**src/design/yuyv2rgb_pkg.sv**
```systemverilog
`default_nettype none

package yuyv2rgb_pkg;

  // Component and coefficient formats
  localparam int PIX_W = 8;
  localparam int COEF_FRAC_BITS_DEF = 14;

  // Studio-swing offsets
  localparam int unsigned Y_OFFSET = 16;
  localparam int unsigned C_OFFSET = 128;

  // Exact rational scale factors, folded with the matrix coefficients
  localparam longint unsigned KY_NUM = 255;
  localparam longint unsigned KY_DEN = 219;
  localparam longint unsigned KRV_NUM = 357510;
  localparam longint unsigned KGU_NUM = 87720;
  localparam longint unsigned KGV_NUM = 182070;
  localparam longint unsigned KBU_NUM = 451860;
  localparam longint unsigned C_DEN = 224000;

  typedef struct packed {
    logic [PIX_W-1:0] luma_first;
    logic [PIX_W-1:0] chroma_blue;
    logic [PIX_W-1:0] luma_second;
    logic [PIX_W-1:0] chroma_red;
  } in_t;

  typedef struct packed {
    logic [PIX_W-1:0] red_first;
    logic [PIX_W-1:0] green_first;
    logic [PIX_W-1:0] blue_first;
    logic [PIX_W-1:0] red_second;
    logic [PIX_W-1:0] green_second;
    logic [PIX_W-1:0] blue_second;
  } out_t;

  typedef struct packed {
    logic [PIX_W-1:0] red;
    logic [PIX_W-1:0] green;
    logic [PIX_W-1:0] blue;
  } rgb_t;

endpackage

`default_nettype wire

```
**src/design/yuyv2rgb_lane.sv**
```systemverilog
`default_nettype none

// One pixel lane: offset, constant multiply, sum and clamp in two stages.
module yuyv2rgb_lane #(
  parameter int COEF_FRAC_BITS = yuyv2rgb_pkg::COEF_FRAC_BITS_DEF
) (
  input  wire logic                            clk,
  input  wire logic [yuyv2rgb_pkg::PIX_W-1:0]  luma_i,
  input  wire logic [yuyv2rgb_pkg::PIX_W-1:0]  cb_i,
  input  wire logic [yuyv2rgb_pkg::PIX_W-1:0]  cr_i,
  output yuyv2rgb_pkg::rgb_t                   pix_o
);

  localparam int OW = yuyv2rgb_pkg::PIX_W + 1;
  localparam int CW = COEF_FRAC_BITS + 3;
  localparam int PW = CW + OW;
  localparam int SW = PW + 2;

  localparam longint unsigned KY_L =
    ((yuyv2rgb_pkg::KY_NUM << COEF_FRAC_BITS) + yuyv2rgb_pkg::KY_DEN / 2)
    / yuyv2rgb_pkg::KY_DEN;
  localparam longint unsigned KRV_L =
    ((yuyv2rgb_pkg::KRV_NUM << COEF_FRAC_BITS) + yuyv2rgb_pkg::C_DEN / 2)
    / yuyv2rgb_pkg::C_DEN;
  localparam longint unsigned KGU_L =
    ((yuyv2rgb_pkg::KGU_NUM << COEF_FRAC_BITS) + yuyv2rgb_pkg::C_DEN / 2)
    / yuyv2rgb_pkg::C_DEN;
  localparam longint unsigned KGV_L =
    ((yuyv2rgb_pkg::KGV_NUM << COEF_FRAC_BITS) + yuyv2rgb_pkg::C_DEN / 2)
    / yuyv2rgb_pkg::C_DEN;
  localparam longint unsigned KBU_L =
    ((yuyv2rgb_pkg::KBU_NUM << COEF_FRAC_BITS) + yuyv2rgb_pkg::C_DEN / 2)
    / yuyv2rgb_pkg::C_DEN;

  localparam logic signed [CW-1:0] KY_C  = CW'(KY_L);
  localparam logic signed [CW-1:0] KRV_C = CW'(KRV_L);
  localparam logic signed [CW-1:0] KGU_C = CW'(KGU_L);
  localparam logic signed [CW-1:0] KGV_C = CW'(KGV_L);
  localparam logic signed [CW-1:0] KBU_C = CW'(KBU_L);

  function automatic logic [yuyv2rgb_pkg::PIX_W-1:0] sat_ch(
    input logic signed [SW-1:0] s
  );
    logic [yuyv2rgb_pkg::PIX_W-1:0] res;
    if (s[SW-1]) begin
      res = '0;
    end else if (|s[SW-2:COEF_FRAC_BITS+yuyv2rgb_pkg::PIX_W]) begin
      res = '1;
    end else begin
      res = s[COEF_FRAC_BITS+yuyv2rgb_pkg::PIX_W-1:COEF_FRAC_BITS];
    end
    return res;
  endfunction

  logic signed [OW-1:0] ys, cbs, crs;
  logic signed [PW-1:0] yterm_r, rv_r, gu_r, gv_r, bu_r;
  logic signed [PW-1:0] yterm_nxt, rv_nxt, gu_nxt, gv_nxt, bu_nxt;
  logic signed [SW-1:0] r_sum, g_sum, b_sum;
  yuyv2rgb_pkg::rgb_t   pix_r, pix_nxt;

  // Stage 1: remove offsets and multiply by the folded constants
  assign ys  = $signed({1'b0, luma_i}) - $signed(OW'(yuyv2rgb_pkg::Y_OFFSET));
  assign cbs = $signed({1'b0, cb_i})   - $signed(OW'(yuyv2rgb_pkg::C_OFFSET));
  assign crs = $signed({1'b0, cr_i})   - $signed(OW'(yuyv2rgb_pkg::C_OFFSET));

  assign yterm_nxt = PW'(KY_C)  * PW'(ys);
  assign rv_nxt    = PW'(KRV_C) * PW'(crs);
  assign gu_nxt    = PW'(KGU_C) * PW'(cbs);
  assign gv_nxt    = PW'(KGV_C) * PW'(crs);
  assign bu_nxt    = PW'(KBU_C) * PW'(cbs);

  always_ff @(posedge clk) begin
    yterm_r <= yterm_nxt;
    rv_r    <= rv_nxt;
    gu_r    <= gu_nxt;
    gv_r    <= gv_nxt;
    bu_r    <= bu_nxt;
  end

  // Stage 2: sum the terms and clamp to 0..255
  assign r_sum = SW'(yterm_r) + SW'(rv_r);
  assign g_sum = SW'(yterm_r) - SW'(gu_r) - SW'(gv_r);
  assign b_sum = SW'(yterm_r) + SW'(bu_r);

  always_comb begin
    pix_nxt.red   = sat_ch(r_sum);
    pix_nxt.green = sat_ch(g_sum);
    pix_nxt.blue  = sat_ch(b_sum);
  end

  always_ff @(posedge clk) begin
    pix_r <= pix_nxt;
  end

  assign pix_o = pix_r;

endmodule

`default_nettype wire

```
**src/design/yuyv2rgb_merge.sv**
```systemverilog
`default_nettype none

// Merge the two lane pixels into one result and drive the strobe.
module yuyv2rgb_merge (
  input  wire logic               clk,
  input  wire logic               rst_n,
  input  wire logic               valid_i,
  input  wire yuyv2rgb_pkg::rgb_t pix_first_i,
  input  wire yuyv2rgb_pkg::rgb_t pix_second_i,
  output logic                    out_valid_o,
  output yuyv2rgb_pkg::out_t      out_data_o
);

  logic               valid_r;
  yuyv2rgb_pkg::out_t data_r, data_nxt;

  always_comb begin
    data_nxt.red_first    = pix_first_i.red;
    data_nxt.green_first  = pix_first_i.green;
    data_nxt.blue_first   = pix_first_i.blue;
    data_nxt.red_second   = pix_second_i.red;
    data_nxt.green_second = pix_second_i.green;
    data_nxt.blue_second  = pix_second_i.blue;
  end

  always_ff @(posedge clk) begin
    if (!rst_n) begin
      valid_r <= 1'b0;
    end else begin
      valid_r <= valid_i;
    end
  end

  always_ff @(posedge clk) begin
    data_r <= data_nxt;
  end

  assign out_valid_o = valid_r;
  assign out_data_o  = data_r;

endmodule

`default_nettype wire

```
**src/design/yuyv_to_rgb_converter_unit.sv**
```systemverilog
// YUYV 4:2:2 to RGB converter, BT.601 studio swing.
//
// Input: one macropixel (Y0, U, Y1, V) in in_data. A transaction is taken at
// a rising edge where start is high and busy is low. busy is high while reset
// is applied and stays high until the first clock edge that sees it released; otherwise a new
// macropixel can be taken every cycle, so throughput is one macropixel (two
// pixels) per clock.
// Output: one result holding two RGB pixels, shown on out_data for exactly one
// cycle with out_valid high. The receiver cannot stall; every result must be
// taken in the cycle it appears.
// Pipeline: a transaction taken at an edge passes through three register
// stages (products, clamped sums, merge) before it is on the outputs.
// Each pixel has its own lane with its own constant multipliers; the lane
// pipeline sets the latency, and nothing loops back, so the rate is one.
// Reset (synchronous, active low) clears the valid pipeline; data in flight
// is dropped and no result appears for it.
`default_nettype none

module yuyv_to_rgb_converter_unit #(
  parameter int COEF_FRAC_BITS = yuyv2rgb_pkg::COEF_FRAC_BITS_DEF
) (
  input  wire logic              clk,
  input  wire logic              rst_n,
  input  wire logic              start,
  output logic                   busy,
  input  wire yuyv2rgb_pkg::in_t in_data,
  output logic                   out_valid,
  output yuyv2rgb_pkg::out_t     out_data
);

  logic               busy_r;
  logic               accept;
  logic               v1_r, v2_r;
  yuyv2rgb_pkg::rgb_t pix_first, pix_second;

  // Hold off until the first edge out of reset, then accept every cycle
  always_ff @(posedge clk) begin
    if (!rst_n) begin
      busy_r <= 1'b1;
    end else begin
      busy_r <= 1'b0;
    end
  end

  assign busy   = busy_r;
  assign accept = start && !busy_r;

  // Advance the valid flags alongside the lane stages
  always_ff @(posedge clk) begin
    if (!rst_n) begin
      v1_r <= 1'b0;
      v2_r <= 1'b0;
    end else begin
      v1_r <= accept;
      v2_r <= v1_r;
    end
  end

  // Even pixel lane: Y0 with the macropixel's own U and V
  yuyv2rgb_lane #(
    .COEF_FRAC_BITS(COEF_FRAC_BITS)
  ) u_lane_first (
    .clk    (clk),
    .luma_i (in_data.luma_first),
    .cb_i   (in_data.chroma_blue),
    .cr_i   (in_data.chroma_red),
    .pix_o  (pix_first)
  );

  // Odd pixel lane: Y1 with the same chroma
  yuyv2rgb_lane #(
    .COEF_FRAC_BITS(COEF_FRAC_BITS)
  ) u_lane_second (
    .clk    (clk),
    .luma_i (in_data.luma_second),
    .cb_i   (in_data.chroma_blue),
    .cr_i   (in_data.chroma_red),
    .pix_o  (pix_second)
  );

  // Combine both pixels into one result transaction
  yuyv2rgb_merge u_merge (
    .clk          (clk),
    .rst_n        (rst_n),
    .valid_i      (v2_r),
    .pix_first_i  (pix_first),
    .pix_second_i (pix_second),
    .out_valid_o  (out_valid),
    .out_data_o   (out_data)
  );

endmodule

`default_nettype wire

```
**config.mk**
```make
export PLATFORM = sky130hd
export DESIGN_NAME = yuyv_to_rgb_converter_unit
export DESIGN_NICKNAME = d
export VERILOG_FILES = /design/src/design/yuyv2rgb_pkg.sv /design/src/design/yuyv2rgb_lane.sv /design/src/design/yuyv2rgb_merge.sv /design/src/design/yuyv_to_rgb_converter_unit.sv
export SDC_FILE = /design/constraint.sdc
export NUM_CORES = 1
export LEC_CHECK = 0
export ABC_AREA = 1
export BUFFER_PORTS_ARGS = -buffer_cell sky130_fd_sc_hd__clkbuf_2
export CORE_MARGIN = 4
export CORE_UTILIZATION = 55
export CTS_CLUSTER_SIZE = 25
export DETAILED_ROUTE_END_ITERATION = 7
export HOLD_SLACK_MARGIN = 0.05
export PLACE_DENSITY = 0.72
export SETUP_SLACK_MARGIN = 0.05
export SYNTH_ARGS = -nofsm -noshare
export SYNTH_HDL_FRONTEND = slang
export SYNTH_SLANG_ARGS = --single-unit
export TNS_END_PERCENT = 1
```
**constraint.sdc**
```tcl
create_clock -name clk -period 6.45 [get_ports clk]
set_input_delay 1.29 -clock clk [delete_from_list [all_inputs] [get_ports clk]]
set_output_delay 1.29 -clock clk [all_outputs]
set_load 0.05 [all_outputs]
```
After elaboration in Yosys (flattened, before gate mapping)
Cells that the tools add are included.
{ "word_totals": {"in_bits": 35, "wordCells": 55, "ff_bits": 243, "output_inout_bits": 50} }
{ "classes": {"reduce_logical": 8, "muxes": 7, "n_addsub": 12, "mul": 6} }
{ "ops": {"columns": ["op", "count"], "rows": [
  ["$mul A16 B9 Y25 const A", 4],
  ["$add A25 B26 Y27", 2],
  ["$sub A26 B24 Y27", 2],
  ["$add A25 B25 Y26", 2],
  ["$sub A25 B23 Y26", 2],
  ["$mux W8", 6],
  ["$reduce_or A5 Y1", 6],
  ["$mul A15 B9 Y24 const A", 1],
  ["$mul A10 B9 Y19 const A", 1],
  ["$sub A8 B5 Y9 const B", 2],
  ["$sub A8 B8 Y9 const B", 2],
  ["$logic_and A1 B1 Y1", 1],
  ["$logic_not A1 Y1", 1],
  ["$mux W1", 1]
]} }

Depth between registers and ports, before layout
{ "depth": {"depth_word": 4, "depth_mapped": 21, "mapped_depth_nobuf": 21} }

Hierarchy
From an unflattened synthesis, not the netlist that was laid out.
{ "unflattened": {"cells_unflattened": 4567, "area_unflattened_um2": 34491.8} }
{ "modules_own_cells": {"columns": ["mod", "cells_each", "seq_area_each_um2", "area_per_inst_um2", "n_inst"], "rows": [
  ["yuyv2rgb_lane (u_lane_second)", 2246, 2702.6, 16761.1, 1],
  ["yuyv2rgb_lane (u_lane_first)", 2262, 2702.6, 16663.5, 1],
  ["yuyv2rgb_merge", 51, 980.9, 988.4, 1],
  ["yuyv_to_rgb_converter_unit", 8, 60.1, 78.8, 1]
]} }

Worst setup path before layout
OpenSTA, ideal clock, no wires.
{ "synth_timing": {"path_type": "input to register", "from": "input in_data[28] in the netlist's numbering", "to": "register u_lane_first.yterm_r[21]", "path_stages": 17, "setup_ps": 122, "t_arrival_ps": 5251, "n_path_buf": 0, "t_required_ps": 6328, "path_slack_ps": 1077, "path_cell_list": "inv_1 > ha_1 > nand2_1 > inv_1 > ha_1 > inv_1 > fa_1 > inv_1 > fa_1 > fa_1 > ha_1 > ha_1 > a21oi_1 > o21ai_0 > a221oi_1 > nand2_1 > xor2_1"} }
{ "synth_between": {"elab_chain_len": 2} }
{ "synth_lines": {"columns": ["element", "line_no", "source"], "rows": [
  ["from (decl)", "yuyv_to_rgb_converter_unit.sv:26", "input wire yuyv2rgb_pkg::in_t in_data,"],
  ["$sub A8 B5 Y9", "yuyv2rgb_lane.sv:62", "assign ys = $signed({1'b0, luma_i}) - $signed(OW'(yuyv2rgb_pkg::Y_OFFSET));"],
  ["$mul A16 B9 Y25", "yuyv2rgb_lane.sv:66", "assign yterm_nxt = PW'(KY_C) * PW'(ys);"],
  ["net u_lane_first.yterm_nxt[21]", "yuyv2rgb_lane.sv:57", "logic signed [PW-1:0] yterm_nxt, rv_nxt, gu_nxt, gv_nxt, bu_nxt;"],
  ["to (signal assigned)", "yuyv2rgb_lane.sv:73", "yterm_r <= yterm_nxt;"],
  ["to (decl)", "yuyv2rgb_lane.sv:56", "logic signed [PW-1:0] yterm_r, rv_r, gu_r, gv_r, bu_r;"]
]} }
The timed path passes the listed nets, and every way through them passes these cells.
A chain may end at the register's enable or synchronous reset.

Final worst setup path
Same ends and word-level chain as after synthesis.

==> flow_metrics.py <==
metrics = {
    "routing": {
        "totalWireLength_um": 72900,
        "drc": 0,
        "dr_total_vias": 23100,
        "drt_iter0_drc": 1753,
        "dr.pass1.iters": 7,
        "via_per_inst": 5.15,
        "postRouteAntennaNets": 0,
        "routedWlPerCell_um": 16.3,
    },
    "critical_path": {
        "ff2ff_setup_slack_ns": 3.38,
        "r2r_end": "u_lane_second.pix_o[11]",
        "cp-start-kind": "input pin",
        "critPathSlowestCell": "fa_1",
        "worst_setup_path_end_kind": "register",
        "ff2ff_path_depth": 13,
        "worst_ep_arrival_time_ns": 5.82,
        "cp_max_fo": 7,
        "worstSetupPathType": "in -> reg",
        "crit_path_cell_trace": "clkbuf_2 -> inv_1 -> ha_1 -> nand2_1 -> inv_1 -> ha_1 -> inv_1 -> fa_1 -> inv_1 -> fa_1 -> fa_1 -> ha_1 -> ha_1 -> a21oi_1 -> o21ai_0 -> a221oi_1 -> nand2_1 -> xor2_1",
        "r2r_start": "u_lane_second.yterm_r[23]",
        "crit_required_ns": 6.89,
        "critPathMaxStageDelay_ns": 0.54,
    },
    "die": {
        "ios": 85,
        "fp.dieH_um": 228,
        "start_util_pct": 55.7,
        "dieArea_mm2": 0.0519,
        "num_rows": 80,
        "core_area_mm2": 0.0477,
        "fp.dieW_um": 228,
    },
    "place": {
        "io_buffer_count": 84,
        "place_ws_ns": 0.517,
        "place_congestion": 1.04,
        "hpwl_um": 63700,
    },
    "hold_path": {
        "hold_start": "u_lane_first.pix_o[23]",
        "hold_end": "u_merge.out_data_o[47]",
        "holdPathStages": 0,
        "hp-class": "reg -> reg",
    },
    "synthesis": {
        "synth_cells": 3735,
        "yosys.area.top_type_share_pct": 24.8,
        "ys_seq_area_share_pct": 17.8,
        "ys_types": 45,
        "syn_area_per_cell_um2": 7.11,
        "ys_warn_count": 0,
        "syn_area_mm2": 0.0266,
        "synth_edf_count": 0,
        "ys_ff_latch": 236,
        "synthTopCellsByArea": "ha_1 25%, dfxtp_1 18%, nand2_1 14%, inv_1 11%, fa_1 9.7%",
        "synth_top_area_cell": "ha_1",
        "synthesis.nets": 4425,
        "async_flop_share_pct": 0,
        "ys.flop_type": "dfxtp_1",
    },
    "clock_network": {
        "cts_tree": "built",
        "cts_resized": 0,
        "cts_buffer_depth": 3,
        "clkSinkCount": 236,
        "path_clk_slew_ns": 0.07,
        "post_cts_buffers": 0,
        "clock_latency_ns": 0.56,
        "postCtsHoldBufs": 0,
        "htreeDepth": 1,
        "cts.root.buffer_cell": "clkbuf_16",
        "cts-buffers-inserted": 27,
    },
    "timing": {
        "rsz0062_at_grt": "no",
        "relSlewSlack_pct": 44.7,
        "finalSetupViolations": 0,
        "max_slew.worst_pin.slew_ns": 0.829,
        "fmax_mhz": 186,
        "fin_skew_ns": 0.0195,
        "post-route-period-util_pct": 83.4,
        "timing_hold_violations_final": 0,
        "setup_ws_ns": 1.07,
        "fin_tns_setup_ns": 0,
        "period_minus_slack_ns": 5.38,
        "finalMaxSlewViolations": 0,
    },
    "final_layout": {
        "syn_to_final_growth_pct": 8.18,
        "fill_cells": 4525,
        "multi_input_area_mm2": 0.0189,
        "drive_above_1_share_pct": 5.79,
        "num-nets-final": 4537,
        "area.sequential_mm2": 0.00472,
    },
    "global_routing": {
        "grt_pass1_vias": 21400,
        "grt_pass1_wl_um": 116000,
        "antenna_found_initial": 2,
        "grt_remaining_overflow": 0,
        "grt_max_degree": 16,
        "track_usage_pct": 27.8,
    },
    "status": {
        "status": "finished clean",
    },
    "run": {
        "maxCapViolations": 0,
    },
}
[worst max-delay path by stage]
stage / depth (start not counted) / endpoint / slack, ns / from
2_1_floorplan: 17 / u_lane_first.yterm_r[21] / 1.08 / in_data[28]
3_3_place_gp: 18 / u_lane_first.yterm_r[21] / 0.58 / in_data[28]
3_5_place_dp: 18 / u_lane_first.yterm_r[21] / 0.52 / in_data[28]
4_1_cts: 18 / u_lane_first.yterm_r[21] / 1.09 / in_data[28]
5_1_grt: 18 / u_lane_first.yterm_r[21] / 0.75 / in_data[28]
6_report: 18 / u_lane_first.yterm_r[21] / 1.07 / in_data[28]
[cells in the final DEF, fill, tap and decap left out, drive strengths merged, types with 74 or more instances in the layout]
master | netlist | routed
nand4 | 74 | 74
nand3 | 196 | 196
fa | 129 | 129
clkbuf | 0 | 114
xor2 | 78 | 78
ha | 526 | 526
inv | 781 | 788
a21oi | 194 | 194
dfxtp | 236 | 236
nand2 | 1021 | 1021
nor2 | 270 | 270
[state kept, by name, indices dropped and copies added (netlist names), 19 cells and up]
register / cells
u_merge.out_data_o: 48
u_lane_first.yterm_r: 25
u_lane_second.rv_r: 25
u_lane_second.yterm_r: 25
u_lane_first.pix_o: 24
u_lane_second.pix_o: 24
u_lane_second.bu_r: 23
u_lane_second.gu_r: 19
u_lane_second.gv_r: 19
[through the flow]
step	hold WS [ns]	cell area (um^2)	util, %	std cells
2_1_floorplan	0.310	26600	-	3735
3_3_place_gp	0.310	27800	58.1	4433
3_5_place_dp	0.312	27800	58.1	4433
4_1_cts	0.325	28700	60.2	4483
5_1_grt	0.325	28700	60.2	4483
6_report	0.325	28700	60.2	4484
[cell type report]
type	instances	area share [%]
multi-input cells	2713	65.7
inverters	783	10.2
diodes	1	0.00871
clock inverters	20	1.01
flip-flops and latches	236	16.4
repair buffers	86	1.51
clock buffers	30	2.42
well taps	615	2.68
[logic make-up after synthesis]
kind of cell / count (synthesis) / share of synthesized area, %
flip-flops: 236 / 17.8
adder cells (fa/ha/maj): 655 / 34.5
buffers and inverters: 786 / 11.1
XOR/XNOR: 113 / 3.80
AO/OA/AOI/OAI: 336 / 7.09
AND/OR/NAND/NOR: 1609 / 25.7
[worst max-delay path, delay by kind of cell]
kind / cells / cell delay [ns]
simple gates: 2 / 0.27
compound gates: 3 / 0.72
buf+inv: 5 / 0.54
fa+ha+maj: 7 / 2.84
xor+xnor: 1 / 0.15
[Yosys cell counts (3+ instances only)]
cell	count
xnor2_1	35
nor2_2	20
o31ai_1	3
inv_2	15
fa_1	129
a211oi_1	3
nor2_4	10
nand2_2	22
a21oi_2	5
nand3_1	192
nand3_2	4
o211ai_1	7
ha_1	526
nor3_1	21
a31oi_1	10
nor2_1	238
o21ai_0	62
nand2_1	999
o21ai_1	10
o21a_1	6
and2_1	7
xor2_1	77
a21oi_1	189
nand3b_1	8
nor3_2	7
o21bai_1	23
inv_1	766
a21o_1	9
nand4_1	74
dfxtp_1	236
[metal layers]
layer | wire (um) | GRT usage (%) | share of wire, % | vias up
li1 | - | - | - | 12000
met1 | 36200 | 42.5 | 50 | 10300
met2 | 28200 | 39.5 | 39 | 690
met3 | 5620 | 4.90 | 7.7 | 112
met4 | 2820 | 8.73 | 3.9 | 4
met5 | 23 | 0 | 0.032 | -
Power is left out: the tool's default activity adds up to more than one toggle a clock period on the data nets, which glitch-free logic cannot reach.
